### src/rtl/core/mte_pkg.sv
// Shared types and constants of the track event encoder.
`timescale 1ns / 1ps

package mte_pkg;

    localparam int PENDING_DEPTH = 10;
    localparam int COUNT_W       = 4;

    // Iterative divider geometry: a 41-bit dividend, a 26-bit divisor and a
    // 28-bit quotient formed four bits per cycle.
    localparam int NUM_W      = 41;
    localparam int DEN_W      = 26;
    localparam int QUO_W      = 28;
    localparam int DIV_STEPS  = 4;
    localparam int DIV_CYCLES = QUO_W / DIV_STEPS;
    localparam int DIV_CNT_W  = $clog2(DIV_CYCLES);

    localparam int TPQ_W   = 15;
    localparam int TICKS_W = 21;
    localparam int DUR_W   = 26;

    localparam logic [DEN_W-1:0]   USEC_PER_MINUTE = 26'd60000000;
    localparam logic [TICKS_W-1:0] MAX_TICKS       = 21'h1FFFFF;
    localparam logic [23:0]        MAX_TEMPO       = 24'hFFFFFF;

    localparam logic [9:0]       RESET_BPM       = 10'd120;
    localparam logic [7:0]       RESET_SIG_BEATS = 8'd4;
    localparam logic [7:0]       RESET_SIG_BASE  = 8'd4;
    localparam logic [DEN_W-1:0] RESET_USEC_PER_QUARTER =
        DEN_W'(USEC_PER_MINUTE / DEN_W'(RESET_BPM));

    localparam logic [3:0] NIB_NOTE_ON  = 4'h9;
    localparam logic [3:0] NIB_NOTE_OFF = 4'h8;
    localparam logic [7:0] BYTE_ZERO    = 8'h00;
    localparam logic [7:0] META_PREFIX  = 8'hFF;
    localparam logic [7:0] META_TEMPO   = 8'h51;
    localparam logic [7:0] META_TSIG    = 8'h58;
    localparam logic [7:0] META_EOT     = 8'h2F;
    localparam logic [7:0] LEN_TEMPO    = 8'h03;
    localparam logic [7:0] LEN_TSIG     = 8'h04;
    localparam logic [7:0] OFF_VELOCITY = 8'd64;
    localparam logic [7:0] CLOCKS_32ND  = 8'd8;

    typedef enum logic [1:0] {
        OP_NOTE  = 2'd0,
        OP_TEMPO = 2'd1,
        OP_TSIG  = 2'd2,
        OP_END   = 2'd3
    } op_t;

    typedef enum logic [1:0] {
        CFG_BPM       = 2'd0,
        CFG_SIG_BEATS = 2'd1,
        CFG_SIG_BASE  = 2'd2
    } cfg_idx_t;

    typedef enum logic [2:0] {
        F_IDLE,
        F_TEMPO,
        F_DSTART,
        F_DWAIT,
        F_PUSH
    } front_state_t;

    // One encoded event: its bytes in order and how many are used.
    typedef struct packed {
        logic [PENDING_DEPTH-1:0][7:0] bytes;
        logic [COUNT_W-1:0]            count;
    } evt_t;

endpackage

### src/rtl/core/mte_div.sv
// Iterative radix-16 restoring divider with quotient overflow flag.
`timescale 1ns / 1ps

module mte_div (
    input  logic                      aclk,
    input  logic                      aresetn,
    input  logic                      start,
    input  logic [mte_pkg::NUM_W-1:0] num,
    input  logic [mte_pkg::DEN_W-1:0] den,
    output logic                      done,
    output logic                      ovf,
    output logic [mte_pkg::QUO_W-1:0] quo
);
    import mte_pkg::*;

    logic                 running_reg;
    logic                 done_reg;
    logic                 ovf_reg;
    logic [DIV_CNT_W-1:0] cnt_reg;
    logic [DEN_W-1:0]     den_reg;
    logic [DEN_W-1:0]     rem_reg;
    logic [QUO_W-1:0]     qn_reg;
    logic [DEN_W-1:0]     rem_next;
    logic [QUO_W-1:0]     qn_next;

    // Dividend bits shift out of the top of qn_reg while quotient bits enter
    // at the bottom, so qn_reg ends up holding the quotient.
    always_comb begin
        logic [DEN_W:0] trial;
        logic           ge;
        rem_next = rem_reg;
        qn_next  = qn_reg;
        for (int i = 0; i < DIV_STEPS; i++) begin
            trial    = {rem_next, qn_next[QUO_W-1]};
            ge       = (trial >= {1'b0, den_reg});
            qn_next  = {qn_next[QUO_W-2:0], ge};
            rem_next = ge ? DEN_W'(trial - {1'b0, den_reg}) : trial[DEN_W-1:0];
        end
    end

    always_ff @(posedge aclk) begin
        if (!aresetn) begin
            running_reg <= 1'b0;
            done_reg    <= 1'b0;
            cnt_reg     <= '0;
        end else if (start) begin
            running_reg <= 1'b1;
            done_reg    <= 1'b0;
            cnt_reg     <= '0;
        end else if (running_reg) begin
            cnt_reg <= cnt_reg + 1'b1;
            if (cnt_reg == DIV_CNT_W'(DIV_CYCLES - 1)) begin
                running_reg <= 1'b0;
                done_reg    <= 1'b1;
            end
        end
    end

    always_ff @(posedge aclk) begin
        if (start) begin
            den_reg <= den;
            rem_reg <= DEN_W'(num[NUM_W-1:QUO_W]);
            qn_reg  <= num[QUO_W-1:0];
            // A quotient that needs more than QUO_W bits is flagged up front.
            ovf_reg <= (DEN_W'(num[NUM_W-1:QUO_W]) >= den);
        end else if (running_reg) begin
            rem_reg <= rem_next;
            qn_reg  <= qn_next;
        end
    end

    assign done = done_reg;
    assign ovf  = ovf_reg;
    assign quo  = qn_reg;

endmodule

### src/rtl/core/mte_front.sv
// Front end: accepts events and configuration, divides, and builds byte lists.
`timescale 1ns / 1ps

module mte_front #(
    parameter int TICKS_PER_QUARTER = 240
) (
    input  logic                      aclk,
    input  logic                      aresetn,
    input  logic                      s_valid,
    output logic                      s_ready,
    input  logic [1:0]                s_op,
    input  logic [3:0]                s_channel,
    input  logic [6:0]                s_key,
    input  logic [6:0]                s_velocity,
    input  logic [mte_pkg::DUR_W-1:0] s_duration_us,
    input  logic                      cfg_valid,
    output logic                      cfg_ready,
    input  logic [1:0]                cfg_index,
    input  logic [9:0]                cfg_data,
    output logic                      q_valid,
    input  logic                      q_ready,
    output mte_pkg::evt_t             q_evt
);
    import mte_pkg::*;

    localparam logic [TPQ_W-1:0] TPQ          = TPQ_W'(TICKS_PER_QUARTER);
    localparam logic [7:0]       CLICK_PLAIN  = 8'(TICKS_PER_QUARTER);
    localparam logic [7:0]       CLICK_TRIPLE = 8'(TICKS_PER_QUARTER / 3);

    front_state_t     state_reg;
    front_state_t     state_next;
    op_t              op_reg;
    logic [3:0]       channel_reg;
    logic [6:0]       key_reg;
    logic [6:0]       velocity_reg;
    logic [NUM_W-1:0] prod_reg;
    logic [DEN_W-1:0] upq_reg;
    logic [7:0]       sig_beats_reg;
    logic [7:0]       sig_base_reg;

    logic             div_start;
    logic [NUM_W-1:0] div_num;
    logic [DEN_W-1:0] div_den;
    logic             div_done;
    logic             div_ovf;
    logic [QUO_W-1:0] div_quo;

    logic               in_fire;
    logic               cfg_fire;
    logic               evt_ok;
    logic               push_done;
    logic [2:0]         pow2;
    logic [7:0]         click;
    logic [TICKS_W-1:0] ticks;
    logic [23:0]        tempo;
    logic [7:0]         on_status;
    logic [7:0]         off_status;
    evt_t               evt;

    assign in_fire  = s_valid && s_ready;
    assign cfg_fire = cfg_valid && cfg_ready;

    mte_div u_div (
        .aclk    (aclk),
        .aresetn (aresetn),
        .start   (div_start),
        .num     (div_num),
        .den     (div_den),
        .done    (div_done),
        .ovf     (div_ovf),
        .quo     (div_quo)
    );

    // Time signature base must be a power of two from 1 to 32.
    always_comb begin
        evt_ok = 1'b1;
        pow2   = 3'd0;
        case (sig_base_reg)
            8'd1:    pow2 = 3'd0;
            8'd2:    pow2 = 3'd1;
            8'd4:    pow2 = 3'd2;
            8'd8:    pow2 = 3'd3;
            8'd16:   pow2 = 3'd4;
            8'd32:   pow2 = 3'd5;
            default: evt_ok = (op_reg != OP_TSIG);
        endcase
    end

    assign click      = (pow2 == 3'd3) ? CLICK_TRIPLE : CLICK_PLAIN;
    assign ticks      = (div_ovf || (div_quo[QUO_W-1:TICKS_W] != '0)) ?
                        MAX_TICKS : div_quo[TICKS_W-1:0];
    assign tempo      = (upq_reg > DEN_W'(MAX_TEMPO)) ? MAX_TEMPO : upq_reg[23:0];
    assign on_status  = {NIB_NOTE_ON, channel_reg};
    assign off_status = {NIB_NOTE_OFF, channel_reg};

    always_comb begin
        evt.bytes = '0;
        evt.count = '0;
        evt.bytes[0] = BYTE_ZERO;
        case (op_reg)
            OP_NOTE: begin
                evt.bytes[1] = on_status;
                evt.bytes[2] = {1'b0, key_reg};
                evt.bytes[3] = {1'b0, velocity_reg};
                if (ticks[20:14] != '0) begin
                    evt.bytes[4] = {1'b1, ticks[20:14]};
                    evt.bytes[5] = {1'b1, ticks[13:7]};
                    evt.bytes[6] = {1'b0, ticks[6:0]};
                    evt.bytes[7] = off_status;
                    evt.bytes[8] = {1'b0, key_reg};
                    evt.bytes[9] = OFF_VELOCITY;
                    evt.count    = COUNT_W'(10);
                end else if (ticks[13:7] != '0) begin
                    evt.bytes[4] = {1'b1, ticks[13:7]};
                    evt.bytes[5] = {1'b0, ticks[6:0]};
                    evt.bytes[6] = off_status;
                    evt.bytes[7] = {1'b0, key_reg};
                    evt.bytes[8] = OFF_VELOCITY;
                    evt.count    = COUNT_W'(9);
                end else begin
                    evt.bytes[4] = {1'b0, ticks[6:0]};
                    evt.bytes[5] = off_status;
                    evt.bytes[6] = {1'b0, key_reg};
                    evt.bytes[7] = OFF_VELOCITY;
                    evt.count    = COUNT_W'(8);
                end
            end
            OP_TEMPO: begin
                evt.bytes[1] = META_PREFIX;
                evt.bytes[2] = META_TEMPO;
                evt.bytes[3] = LEN_TEMPO;
                evt.bytes[4] = tempo[23:16];
                evt.bytes[5] = tempo[15:8];
                evt.bytes[6] = tempo[7:0];
                evt.count    = COUNT_W'(7);
            end
            OP_TSIG: begin
                evt.bytes[1] = META_PREFIX;
                evt.bytes[2] = META_TSIG;
                evt.bytes[3] = LEN_TSIG;
                evt.bytes[4] = sig_beats_reg;
                evt.bytes[5] = {5'b0, pow2};
                evt.bytes[6] = click;
                evt.bytes[7] = CLOCKS_32ND;
                evt.count    = COUNT_W'(8);
            end
            default: begin
                evt.bytes[1] = META_PREFIX;
                evt.bytes[2] = META_EOT;
                evt.bytes[3] = BYTE_ZERO;
                evt.count    = COUNT_W'(4);
            end
        endcase
    end

    assign q_evt     = evt;
    assign push_done = !evt_ok || q_ready;

    // Next state.
    always_comb begin
        state_next = state_reg;
        case (state_reg)
            F_IDLE: begin
                if (cfg_valid) begin
                    state_next = (cfg_index == CFG_BPM) ? F_TEMPO : F_IDLE;
                end else if (s_valid) begin
                    state_next = (s_op == OP_NOTE) ? F_DSTART : F_PUSH;
                end
            end
            F_TEMPO: begin
                if (div_done) begin
                    state_next = F_IDLE;
                end
            end
            F_DSTART: state_next = F_DWAIT;
            F_DWAIT: begin
                if (div_done) begin
                    state_next = F_PUSH;
                end
            end
            F_PUSH: begin
                if (push_done) begin
                    if (s_valid) begin
                        state_next = (s_op == OP_NOTE) ? F_DSTART : F_PUSH;
                    end else begin
                        state_next = F_IDLE;
                    end
                end
            end
            default: state_next = F_IDLE;
        endcase
    end

    // Outputs.
    always_comb begin
        s_ready   = 1'b0;
        cfg_ready = 1'b0;
        q_valid   = 1'b0;
        div_start = 1'b0;
        div_num   = prod_reg;
        div_den   = upq_reg;
        case (state_reg)
            F_IDLE: begin
                cfg_ready = 1'b1;
                s_ready   = !cfg_valid;
                if (cfg_valid && (cfg_index == CFG_BPM)) begin
                    div_start = 1'b1;
                    div_num   = NUM_W'(USEC_PER_MINUTE);
                    // A tempo of zero counts as one beat per minute.
                    div_den   = (cfg_data == '0) ? DEN_W'(1) : DEN_W'(cfg_data);
                end
            end
            F_DSTART: div_start = 1'b1;
            F_PUSH: begin
                q_valid = evt_ok;
                s_ready = push_done;
            end
            default: begin
                s_ready = 1'b0;
            end
        endcase
    end

    always_ff @(posedge aclk) begin
        if (!aresetn) begin
            state_reg     <= F_IDLE;
            upq_reg       <= RESET_USEC_PER_QUARTER;
            sig_beats_reg <= RESET_SIG_BEATS;
            sig_base_reg  <= RESET_SIG_BASE;
        end else begin
            state_reg <= state_next;
            if (state_reg == F_TEMPO && div_done) begin
                upq_reg <= div_quo[DEN_W-1:0];
            end
            if (cfg_fire) begin
                case (cfg_index)
                    CFG_SIG_BEATS: sig_beats_reg <= cfg_data[7:0];
                    CFG_SIG_BASE:  sig_base_reg  <= cfg_data[7:0];
                    default:       sig_beats_reg <= sig_beats_reg;
                endcase
            end
        end
    end

    always_ff @(posedge aclk) begin
        if (in_fire) begin
            op_reg       <= op_t'(s_op);
            channel_reg  <= s_channel;
            key_reg      <= s_key;
            velocity_reg <= s_velocity;
            prod_reg     <= NUM_W'(TPQ) * NUM_W'(s_duration_us);
        end
    end

endmodule

### src/rtl/core/mte_queue.sv
// Two-entry event queue between the front end and the byte emitter.
`timescale 1ns / 1ps

module mte_queue (
    input  logic          aclk,
    input  logic          aresetn,
    input  logic          in_valid,
    output logic          in_ready,
    input  mte_pkg::evt_t in_evt,
    output logic          out_valid,
    input  logic          out_ready,
    output mte_pkg::evt_t out_evt
);
    import mte_pkg::*;

    evt_t       entry_reg [2];
    logic       wr_ptr_reg;
    logic       rd_ptr_reg;
    logic [1:0] fill_reg;
    logic       push;
    logic       pop;

    assign in_ready  = (fill_reg != 2'd2);
    assign out_valid = (fill_reg != 2'd0);
    assign out_evt   = entry_reg[rd_ptr_reg];
    assign push      = in_valid && in_ready;
    assign pop       = out_valid && out_ready;

    always_ff @(posedge aclk) begin
        if (!aresetn) begin
            wr_ptr_reg <= 1'b0;
            rd_ptr_reg <= 1'b0;
            fill_reg   <= 2'd0;
        end else begin
            if (push) begin
                wr_ptr_reg <= !wr_ptr_reg;
            end
            if (pop) begin
                rd_ptr_reg <= !rd_ptr_reg;
            end
            if (push && !pop) begin
                fill_reg <= fill_reg + 2'd1;
            end else if (pop && !push) begin
                fill_reg <= fill_reg - 2'd1;
            end
        end
    end

    always_ff @(posedge aclk) begin
        if (push) begin
            entry_reg[wr_ptr_reg] <= in_evt;
        end
    end

endmodule

### src/rtl/core/mte_emit.sv
// Back end: holds one event's bytes and sends them one word per cycle while m_ready is high.
`timescale 1ns / 1ps

module mte_emit (
    input  logic          aclk,
    input  logic          aresetn,
    input  logic          q_valid,
    output logic          q_ready,
    input  mte_pkg::evt_t q_evt,
    output logic          m_valid,
    input  logic          m_ready,
    output logic [7:0]    m_out_byte,
    output logic          m_last
);
    import mte_pkg::*;

    logic [PENDING_DEPTH-1:0][7:0] pending_bytes_reg;
    logic [COUNT_W-1:0]            byte_count_reg;
    logic [COUNT_W-1:0]            emit_index_reg;
    logic                          active_reg;
    logic                          m_valid_reg;
    logic [7:0]                    m_out_byte_reg;
    logic                          m_last_reg;
    logic                          load;
    logic                          is_last;

    assign load    = active_reg && (!m_valid_reg || m_ready);
    assign is_last = (emit_index_reg == byte_count_reg - 1'b1);
    // The next event is taken in the same cycle its predecessor's last word
    // moves to the output register.
    assign q_ready = !active_reg || (load && is_last);

    always_ff @(posedge aclk) begin
        if (!aresetn) begin
            active_reg     <= 1'b0;
            m_valid_reg    <= 1'b0;
            byte_count_reg <= '0;
            emit_index_reg <= '0;
        end else begin
            m_valid_reg <= load || (m_valid_reg && !m_ready);
            if (load) begin
                emit_index_reg <= emit_index_reg + 1'b1;
                if (is_last) begin
                    active_reg <= 1'b0;
                end
            end
            if (q_valid && q_ready) begin
                active_reg     <= 1'b1;
                byte_count_reg <= q_evt.count;
                emit_index_reg <= '0;
            end
        end
    end

    always_ff @(posedge aclk) begin
        if (q_valid && q_ready) begin
            pending_bytes_reg <= q_evt.bytes;
        end
        if (load) begin
            m_out_byte_reg <= pending_bytes_reg[emit_index_reg];
            m_last_reg     <= is_last;
        end
    end

    assign m_valid    = m_valid_reg;
    assign m_out_byte = m_out_byte_reg;
    assign m_last     = m_last_reg;

endmodule

### src/rtl/core/midi_track_event_encoder_unit.sv
// Top level of the track event encoder: front end, event queue and byte emitter.
// Notes are limited by the radix-16 tick divider in the front end, which takes no new
// event while a division runs; other events by the emitter's one byte per cycle while
// m_ready is high. A tempo register write recomputes microseconds per quarter on the
// same divider.
// Synchronous active-low reset empties the queue and restores tempo 120 and signature 4/4.
`timescale 1ns / 1ps

module midi_track_event_encoder_unit #(
    parameter int TICKS_PER_QUARTER = 240
) (
    input  logic                      aclk,
    input  logic                      aresetn,
    input  logic                      s_valid,
    output logic                      s_ready,
    input  logic [1:0]                s_op,
    input  logic [3:0]                s_channel,
    input  logic [6:0]                s_key,
    input  logic [6:0]                s_velocity,
    input  logic [mte_pkg::DUR_W-1:0] s_duration_us,
    output logic                      m_valid,
    input  logic                      m_ready,
    output logic [7:0]                m_out_byte,
    output logic                      m_last,
    input  logic                      cfg_valid,
    output logic                      cfg_ready,
    input  logic [1:0]                cfg_index,
    input  logic [9:0]                cfg_data
);
    import mte_pkg::*;

    logic fq_valid;
    logic fq_ready;
    evt_t fq_evt;
    logic qe_valid;
    logic qe_ready;
    evt_t qe_evt;

    mte_front #(
        .TICKS_PER_QUARTER (TICKS_PER_QUARTER)
    ) u_front (
        .aclk          (aclk),
        .aresetn       (aresetn),
        .s_valid       (s_valid),
        .s_ready       (s_ready),
        .s_op          (s_op),
        .s_channel     (s_channel),
        .s_key         (s_key),
        .s_velocity    (s_velocity),
        .s_duration_us (s_duration_us),
        .cfg_valid     (cfg_valid),
        .cfg_ready     (cfg_ready),
        .cfg_index     (cfg_index),
        .cfg_data      (cfg_data),
        .q_valid       (fq_valid),
        .q_ready       (fq_ready),
        .q_evt         (fq_evt)
    );

    mte_queue u_queue (
        .aclk      (aclk),
        .aresetn   (aresetn),
        .in_valid  (fq_valid),
        .in_ready  (fq_ready),
        .in_evt    (fq_evt),
        .out_valid (qe_valid),
        .out_ready (qe_ready),
        .out_evt   (qe_evt)
    );

    mte_emit u_emit (
        .aclk       (aclk),
        .aresetn    (aresetn),
        .q_valid    (qe_valid),
        .q_ready    (qe_ready),
        .q_evt      (qe_evt),
        .m_valid    (m_valid),
        .m_ready    (m_ready),
        .m_out_byte (m_out_byte),
        .m_last     (m_last)
    );

endmodule
### config.mk
export PLATFORM = sky130hd
export DESIGN_NAME = midi_track_event_encoder_unit
export DESIGN_NICKNAME = d
export VERILOG_FILES = /design/src/rtl/core/mte_pkg.sv /design/src/rtl/core/mte_div.sv /design/src/rtl/core/mte_front.sv /design/src/rtl/core/mte_queue.sv /design/src/rtl/core/mte_emit.sv /design/src/rtl/core/midi_track_event_encoder_unit.sv
export SDC_FILE = /design/constraint.sdc
export NUM_CORES = 1
export LEC_CHECK = 0
export BUFFER_PORTS_ARGS = -buffer_cell sky130_fd_sc_hd__buf_4
export CAP_MARGIN = 20
export CORE_MARGIN = 5
export CORE_UTILIZATION = 60
export CTS_BUF_LIST = sky130_fd_sc_hd__clkbuf_8
export DETAILED_ROUTE_END_ITERATION = 10
export GPL_TIMING_DRIVEN = 0
export PLACE_DENSITY = 0.86
export SLEW_MARGIN = 20
export SYNTH_ARGS = -nofsm -noshare
export SYNTH_HDL_FRONTEND = slang
export SYNTH_SLANG_ARGS = --single-unit
export TNS_END_PERCENT = 1
### constraint.sdc
create_clock -name aclk -period 23.7 [get_ports aclk]
set_input_delay 7.11 -clock aclk [delete_from_list [all_inputs] [get_ports aclk]]
set_output_delay 7.11 -clock aclk [all_outputs]
set_load 0.01 [all_outputs]
==> results_tabular.tex, run 1 <==
\begin{tabular}{lr}
\hline
Metric & Value \\
\hline
\multicolumn{2}{l}{\textbf{Run status}} \\
Run status & finished clean \\
\multicolumn{2}{l}{\textbf{Detailed routing}} \\
Via count of the routed design & 19881 \\
Number of DRC violations after detailed routing & 0 \\
Vias per cell & 6.40 \\
DRC violation total after the first TritonRoute iteration & 2371 \\
Average wire per standard cell & 21.9 um \\
DRT Pass-1 Iters & 6 \\
Detailed-route wire length & 68000 um \\
Post-DRT Antenna Nets & 0 \\
\multicolumn{2}{l}{\textbf{Floorplanning}} \\
Vertical die dimension & 215 um \\
Core outline area & 41700 um2 \\
Die outline width & 215 um \\
Area of the die & 46000 um2 \\
Placement row count & 75 \\
Initial core utilization & 60.2\% \\
Top-level port count & 75 \\
\multicolumn{2}{l}{\textbf{Layout}} \\
Largest register FFs & 126 \\
Top library cells by usage in the layout, fill and taps aside & sky130\_fd\_sc\_hd\_\_edfxtp\_1 (312), sky130\_fd\_sc\_hd\_\_nand2\_1 (249), sky130\_fd\_sc\_hd\_\_a21oi\_1 (155) \\
Number of nets in the finished design & 2793 \\
Diodes inserted & 0 \\
Area overhead of the layout relative to synthesis & 10.0\% \\
Fraction of final layout cells sized beyond drive strength 1 & 12.6\% \\
Most common cell after layout, fill and taps aside & sky130\_fd\_sc\_hd\_\_edfxtp\_1 \\
\multicolumn{2}{l}{\textbf{Clocking}} \\
Clk\_lat worst skew & 0.66 ns \\
Post-CTS clock slew at the launch and capture registers of the worst setup and hold paths & 0.06 ns \\
H-Tree Level Count & 2 \\
Number of resized instances in the post-cts repair step & 0 \\
Inserted Clock Buffers & 59 \\
Number of setup buffers added after CTS & 0 \\
CTS Hold Buffers Added & 0 \\
Root Driver & sky130\_fd\_sc\_hd\_\_clkbuf\_8 \\
Clock Tree Buf Depth & 3 \\
Number of sinks driven by the clock tree & 390 \\
TritonCTS clock tree & yes \\
\multicolumn{2}{l}{\textbf{Place}} \\
Final Wtd Congestion & 1.05 \\
Number of buffer cells added on primary ports & 73 \\
Estimated wirelength of the detail-placed design & 52900 um \\
\multicolumn{2}{l}{\textbf{Worst setup path}} \\
Cells along the critical path & buf\_4, a2111oi\_0, buf\_4 \\
Slowest stage delay, CP & 1.06 ns \\
Startpoint type of the worst setup path & primary input \\
Crit end category & output pin \\
Most frequent cell on the critical path & sky130\_fd\_sc\_hd\_\_buf\_4 \\
Highest-delay cell along the critical path & sky130\_fd\_sc\_hd\_\_a2111oi\_0 \\
Number of stages on the worst setup path & 3 \\
Top delay family on crit path & compound AO/OA/AOI/OAI gates \\
Register-to-Register Path Depth & 45 \\
Worst-path fanout max & 5 \\
Arrival time of data at the critical path endpoint & 8.58 ns \\
Start-to-end type of the worst setup path & primary input to output pin \\
Count of buffering cells on the critical path with inverters included & 2 \\
Req. time, crit path & 16.59 ns \\
\multicolumn{2}{l}{\textbf{Timing}} \\
Final hold viol count & 0 \\
Setup repair after global routing missed its margin & false \\
Final clock skew & 0.0663 ns \\
Period utilization & 66.2\% \\
Relative slew slack & 15.9\% \\
Setup TNS & 0 ns \\
Worst-margin pin slew & 1.23 ns \\
Minimum clock period after layout & 15.69 ns \\
Final setup violating endpoints & 0 \\
Final slew viol count & 0 \\
Maximum clock frequency & 63.7 MHz \\
\multicolumn{2}{l}{\textbf{Global routing}} \\
Number of global-route vias before repair & 19432 \\
Number of antenna violations at the first check in global routing & 3 \\
Congestion Overflow GR & 0 \\
Pin count of the biggest net entering global routing & 49 \\
Wire length of the first global-routing pass & 106000 um \\
Total Routing Usage GR & 28.7\% \\
\multicolumn{2}{l}{\textbf{Yosys}} \\
Number of nets produced by synthesis & 2650 \\
Sequential cell area fraction in the yosys report & 43.5\% \\
Mapped Cells & 2380 \\
Number of register bits inferred by synthesis & 390 \\
Fraction of synthesis flops using an asynchronous set or reset pin & 0\% \\
Post-synth top flop & sky130\_fd\_sc\_hd\_\_edfxtp\_1 \\
Total of warnings raised by yosys & 0 \\
Mapped cell area & 25100 um2 \\
Yosys cell types & 94 \\
Per-instance average area after synthesis & 10.5 um2 \\
Number of enable-type register cells in the synthesized netlist & 312 \\
\multicolumn{2}{l}{\textbf{Run}} \\
Number of max-cap violations & 0 \\
\multicolumn{2}{l}{\textbf{Hold path}} \\
Hold path depth & 2 \\
Kind of path behind the tightest hold check & register to register \\
\hline
\end{tabular}
[per-layer routing]
| layer | wire [um] | global-route usage [%] | part of all wire (%) | vias to the layer above |
|---|---|---|---|---|
| li1 | - | - | - | 9098 |
| met5 | 17 | 0 | 0.025 | - |
| met1 | 27700 | 39.3 | 41 | 9575 |
| met4 | 2510 | 9.83 | 3.7 | 4 |
| met2 | 31300 | 46.7 | 46 | 1002 |
| met3 | 6390 | 5.05 | 9.4 | 202 |
[synth_stat cells (36+ instances only)]
cell | instances | area share (%)
sky130_fd_sc_hd__a21o_1 | 54 | 1.6
sky130_fd_sc_hd__a21oi_1 | 155 | 3.1
sky130_fd_sc_hd__and2_1 | 41 | 1.0
sky130_fd_sc_hd__clkbuf_1 | 79 | 1.2
sky130_fd_sc_hd__dfxtp_1 | 78 | 6.2
sky130_fd_sc_hd__edfxtp_1 | 312 | 37
sky130_fd_sc_hd__fa_1 | 53 | 4.2
sky130_fd_sc_hd__ha_1 | 154 | 7.7
sky130_fd_sc_hd__inv_1 | 97 | 1.5
sky130_fd_sc_hd__mux2_2 | 103 | 4.6
sky130_fd_sc_hd__mux2i_1 | 60 | 2.4
sky130_fd_sc_hd__nand2_1 | 249 | 3.7
sky130_fd_sc_hd__nand3_1 | 57 | 1.1
sky130_fd_sc_hd__nor2_1 | 139 | 2.1
sky130_fd_sc_hd__nor2b_1 | 36 | 0.90
sky130_fd_sc_hd__nor3_1 | 40 | 0.80
sky130_fd_sc_hd__o21ai_0 | 127 | 2.5
sky130_fd_sc_hd__xnor2_1 | 83 | 2.9
sky130_fd_sc_hd__xor2_1 | 39 | 1.4
[worst reg2reg max path: cells and delay by family, from the launching register on]
family / cells / cell delay (ns)
adders and majority gates: 4 / 1.40
DFF: 1 / 0.42
AOI/OAI and AO/OA: 23 / 6.79
muxes: 4 / 1.34
and+or+nand+nor: 8 / 1.75
buffers and inverters: 6 / 1.32
[final timing paths]
path                                  from                  endpoint  slack [ns]
setup / recovery                 cfg_valid                   s_ready        8.01
hold / removal           u_emit.active_reg            u_emit.m_valid        0.48
setup reg to reg  u_front.u_div.den_reg[1]  u_front.u_div.rem_reg[9]       10.41
hold reg to reg          u_emit.active_reg            u_emit.m_valid        0.48
[per-stage QoR]
stage / std cells / hold WS (ns) / setup WS [ns] / area (um2) / utilization, %
2_1_floorplan: 2380 / 0.444 / 8.72 / 25100 / -
3_3_place_gp: 2992 / 0.458 / 8.13 / 26300 / 63.2
3_5_place_dp: 3001 / 0.471 / 8.11 / 26500 / 63.7
4_1_cts: 3108 / 0.479 / 8.11 / 27600 / 66.3
5_1_grt: 3108 / 0.511 / 8.05 / 27600 / 66.3
6_report: 3108 / 0.477 / 8.01 / 27600 / 66.3
[final cells by class]
type	instances	area [um2]
Fill cell	3182	14000
Clock inverter	48	267
Tap cell	539	674
Sequential cell	390	10900
Buffer	95	414
Timing Repair Buffer	82	746
Inverter	97	367
Clock buffer	59	812
Multi-Input combinational cell	1798	13400
[cells by family (layout without fill, tap and decap cells)]
kind of cell / count (synthesis) / after routing / share of synthesized area (%)
simple gates: 698 / 698 / 13.3
compound gates: 585 / 585 / 15.2
flops: 390 / 390 / 43.5
fa+ha+maj: 207 / 207 / 11.9
buf+inv: 192 / 381 / 3.10
mux: 186 / 186 / 8.63
xor+xnor: 122 / 122 / 4.26
Power of run 1 is not shown: default switching activity piles up to over one toggle a cycle in this logic, so the estimate is an artifact.
==> run 2, diff against run 1 <==
--- a/config.mk
+++ b/config.mk
@@ -5,6 +5,7 @@
 export SDC_FILE = /design/constraint.sdc
 export NUM_CORES = 1
 export LEC_CHECK = 0
+export ABC_AREA = 1
 export BUFFER_PORTS_ARGS = -buffer_cell sky130_fd_sc_hd__buf_4
 export CAP_MARGIN = 20
 export CORE_MARGIN = 5
==> constraint.sdc (replaced) <==
create_clock -name aclk -period 15.8 [get_ports aclk]
set_input_delay 4.74 -clock aclk [delete_from_list [all_inputs] [get_ports aclk]]
set_output_delay 4.74 -clock aclk [all_outputs]
set_load 0.01 [all_outputs]
==> results_tabular.tex, run 2 <==
\begin{tabular}{lr}
\hline
Metric & Value \\
\hline
\multicolumn{2}{l}{\textbf{Run status}} \\
Run status & finished clean \\
\multicolumn{2}{l}{\textbf{Clocking}} \\
Number of sinks driven by the clock tree & 390 (unchanged) \\
CTS Hold Buffers Added & 0 (unchanged) \\
Post-CTS clock slew at the launch and capture registers of the worst setup and hold paths & 0.07 ns (about the same) \\
Clk\_lat worst skew & 0.61 ns (-0.05 ns) \\
Number of resized instances in the post-cts repair step & 0 (unchanged) \\
Inserted Clock Buffers & 59 (unchanged) \\
Root Driver & sky130\_fd\_sc\_hd\_\_clkbuf\_8 \\
TritonCTS clock tree & yes \\
H-Tree Level Count & 2 (unchanged) \\
Clock Tree Buf Depth & 3 (unchanged) \\
Number of setup buffers added after CTS & 0 (unchanged) \\
\multicolumn{2}{l}{\textbf{Global routing}} \\
Total Routing Usage GR & 31.3\% (+2.6 points) \\
Met1 Usage GRT & 44.2\% (+4.9 points) \\
Wire length of the first global-routing pass & 116000 um (+9.7\%) \\
Met3 Resource Use GR & 6.66\% (+1.6 points) \\
Number of antenna violations at the first check in global routing & 1 (-2) \\
Layer carrying the most global-route usage & met2 \\
Met2 global-route usage & 48.0\% (+1.3 points) \\
Pin count of the biggest net entering global routing & 43 (-12\%) \\
Congestion Overflow GR & 0 (unchanged) \\
Number of global-route vias before repair & 21451 (+10\%) \\
\multicolumn{2}{l}{\textbf{Worst setup path}} \\
Most frequent cell on the critical path & sky130\_fd\_sc\_hd\_\_nand2\_1 \\
Start-to-end type of the worst setup path & register to register \\
Startpoint type of the worst setup path & register \\
Req. time, crit path & 16.15 ns (-0.44 ns) \\
Worst-path fanout max & 10 (+5) \\
End point of the critical path & u\_front.u\_div.rem\_reg[6] \\
Highest-delay cell along the critical path & sky130\_fd\_sc\_hd\_\_clkbuf\_1 \\
Launch point of the worst reg-to-reg path & u\_front.u\_div.den\_reg[19] \\
Register-to-Register Path Depth & 60 (+33\%) \\
Origin of the worst setup path & u\_front.u\_div.den\_reg[19] \\
Endpoint of the lowest-slack register-to-register path & u\_front.u\_div.rem\_reg[6] \\
Slowest stage delay, CP & 0.56 ns (-0.50 ns) \\
Arrival time of data at the critical path endpoint & 11.49 ns (+2.91 ns) \\
R2R Setup Slk & 4.66 ns (-5.75 ns) \\
Crit end category & register \\
\multicolumn{2}{l}{\textbf{Run}} \\
Number of max-cap violations & 0 (unchanged) \\
\multicolumn{2}{l}{\textbf{Timing}} \\
Setup repair after global routing missed its margin & false \\
Maximum clock frequency & 89.8 MHz \\
Relative slew slack & 44.3\% (+28 points) \\
Minimum clock period after layout & 11.14 ns \\
Final hold viol count & 0 (unchanged) \\
Period utilization & 70.5\% \\
Worst-margin pin slew & 0.826 ns (-0.404 ns) \\
Final clock skew & 0.0311 ns (-0.0353 ns) \\
Final setup violating endpoints & 0 (unchanged) \\
Final slew viol count & 0 (unchanged) \\
Hold Worst Slack & 0.477 ns (+0.000124 ns) \\
Setup TNS & 0 ns (unchanged) \\
\multicolumn{2}{l}{\textbf{Layout}} \\
Top library cells by usage in the layout, fill and taps aside & sky130\_fd\_sc\_hd\_\_nand2\_1 (863), sky130\_fd\_sc\_hd\_\_inv\_1 (435), sky130\_fd\_sc\_hd\_\_edfxtp\_1 (312) \\
Fraction of final layout cells sized beyond drive strength 1 & 6.87\% (-5.7 points) \\
Diodes inserted & 0 (unchanged) \\
Area overhead of the layout relative to synthesis & 9.85\% \\
Most common cell after layout, fill and taps aside & sky130\_fd\_sc\_hd\_\_nand2\_1 \\
Final core area utilization & 66.3\% (about the same) \\
Largest register FFs & 126 (unchanged) \\
Number of nets in the finished design & 3582 (+28\%) \\
Post-Layout Cell Count & 3907 (+26\%) \\
\multicolumn{2}{l}{\textbf{Place}} \\
Number of buffer cells added on primary ports & 73 (unchanged) \\
Placed instance count & 3797 (+27\%) \\
Estimated wirelength of the detail-placed design & 59500 um (+13\%) \\
Final Wtd Congestion & 1.05 (+0.45\%) \\
\multicolumn{2}{l}{\textbf{Floorplanning}} \\
Initial core utilization & 60.4\% (+0.11 points) \\
Top-level port count & 75 (unchanged) \\
Vertical die dimension & 217 um (+1.4\%) \\
Die outline width & 217 um (+1.4\%) \\
Area of the die & 47300 um2 (+2.8\%) \\
Core outline area & 42800 um2 (+2.7\%) \\
Placement row count & 76 (+1.3\%) \\
\multicolumn{2}{l}{\textbf{Hold path}} \\
Kind of path behind the tightest hold check & register to register \\
Startpoint of the worst hold path & u\_front.u\_div.rem\_reg[24] \\
\multicolumn{2}{l}{\textbf{Detailed routing}} \\
Average wire per standard cell & 19.4 um (-11\%) \\
Post-DRT Antenna Nets & 0 (unchanged) \\
Vias per cell & 5.90 (-7.7\%) \\
DRT Pass-1 Iters & 6 (unchanged) \\
DRC violation total after the first TritonRoute iteration & 3030 (+28\%) \\
Detailed-route wire length & 75900 um (+12\%) \\
Number of DRC violations after detailed routing & 0 (unchanged) \\
Via count of the routed design & 23067 (+16\%) \\
\multicolumn{2}{l}{\textbf{Yosys}} \\
Main area contributors after synthesis & sky130\_fd\_sc\_hd\_\_edfxtp\_1 (36\%), sky130\_fd\_sc\_hd\_\_nand2\_1 (13\%), sky130\_fd\_sc\_hd\_\_ha\_1 (7.5\%), sky130\_fd\_sc\_hd\_\_dfxtp\_1 (6.0\%), sky130\_fd\_sc\_hd\_\_inv\_1 (5.9\%) \\
Fraction of synthesis flops using an asynchronous set or reset pin & 0\% (unchanged) \\
Per-instance average area after synthesis & 8.15 um2 (-23\%) \\
Post-synth top flop & sky130\_fd\_sc\_hd\_\_edfxtp\_1 \\
Sequential cell area fraction in the yosys report & 42.3\% (-1.2 points) \\
Synth top area share & 36.3\% (-1.1 points) \\
Most frequent cells after synthesis & sky130\_fd\_sc\_hd\_\_nand2\_1 (863), sky130\_fd\_sc\_hd\_\_inv\_1 (406), sky130\_fd\_sc\_hd\_\_edfxtp\_1 (312) \\
Mapped cell area & 25800 um2 (+2.9\%) \\
Mapped Cells & 3169 (+33\%) \\
Number of nets produced by synthesis & 3439 (+30\%) \\
Number of enable-type register cells in the synthesized netlist & 312 (unchanged) \\
Number of register bits inferred by synthesis & 390 (unchanged) \\
Leading area contributor after synthesis & sky130\_fd\_sc\_hd\_\_edfxtp\_1 \\
Total of warnings raised by yosys & 0 (unchanged) \\
Yosys cell types & 56 (-40\%) \\
Most numerous cell in the Yosys netlist & sky130\_fd\_sc\_hd\_\_nand2\_1 \\
\hline
\end{tabular}
run 2: changes by cell type after synthesis, sizes merged, moves of 36 or more:
cell	delta
a21oi	+56
inv	+316
mux2	-118
nand2	+621
nor2b	-36
a21o	-45
mux2i	-59
o21ai	+85
nand3	+120
and2	-37
nor2	+97
run 2: cell type report:
type                       instances  area [um2]
tap                              546         683
sequential                       390       10900
inverter                         418        1570
clock inverter                    46         195
clock buffer                      64         881
fill                            3395       14400
multi-input combinational       2270       12900
buffer                            91         427
timing repair buffer              82         753
run 2: logic make-up (layout without fill, tap and decap cells):
logic type / Yosys count / in the layout / share of synthesized area [%]
adder cells (fa/ha/maj): 207 / 207 / 11.6
AND/OR/NAND/NOR: 1408 / 1408 / 22.8
flip-flops: 390 / 390 / 42.3
AO/OA/AOI/OAI: 541 / 541 / 11.7
buffers and inverters: 509 / 701 / 7.72
XOR/XNOR: 113 / 113 / 3.83
multiplexers: 1 / 1 / 0.0388
run 2: per-stage QoR:
step	instance area, um2	setup slack (ns)
2_1_floorplan	25800	6.06
3_3_place_gp	27100	5.21
3_5_place_dp	27300	5.17
4_1_cts	28400	5.11
5_1_grt	28400	4.08
6_report	28400	4.66
run 2: per-layer routing:
layer | vias to the layer above | part of all wire, %
li1 | 10900 | -
met1 | 10530 | 40
met2 | 1389 | 43
met3 | 246 | 12
met4 | 2 | 4.7
met5 | - | 0.017
run 2: worst min-delay path by stage:
| stage | endpoint | slack, ns | cells past startpoint |
|---|---|---|---|
| 3_3_place_gp | u_queue.rd_ptr_reg | 0.44 | 1 |
| 2_1_floorplan | register | 0.43 | 1 |
| 6_report | u_front.u_div.rem_reg[24] | 0.48 | 2 |
| 4_1_cts | u_front.u_div.rem_reg[24] | 0.48 | 2 |
| 3_5_place_dp | u_front.u_div.rem_reg[24] | 0.47 | 2 |
| 5_1_grt | u_front.u_div.rem_reg[24] | 0.49 | 2 |
run 2: critical path: cells and delay by family, from the launching register on:
kind | cells | cell delay, ns
simple gates | 36 | 4.76
buf+inv | 12 | 2.45
compound gates | 8 | 1.94
fa+ha+maj | 4 | 1.35
flops | 1 | 0.36
Power of run 2 is left out for the same reason.
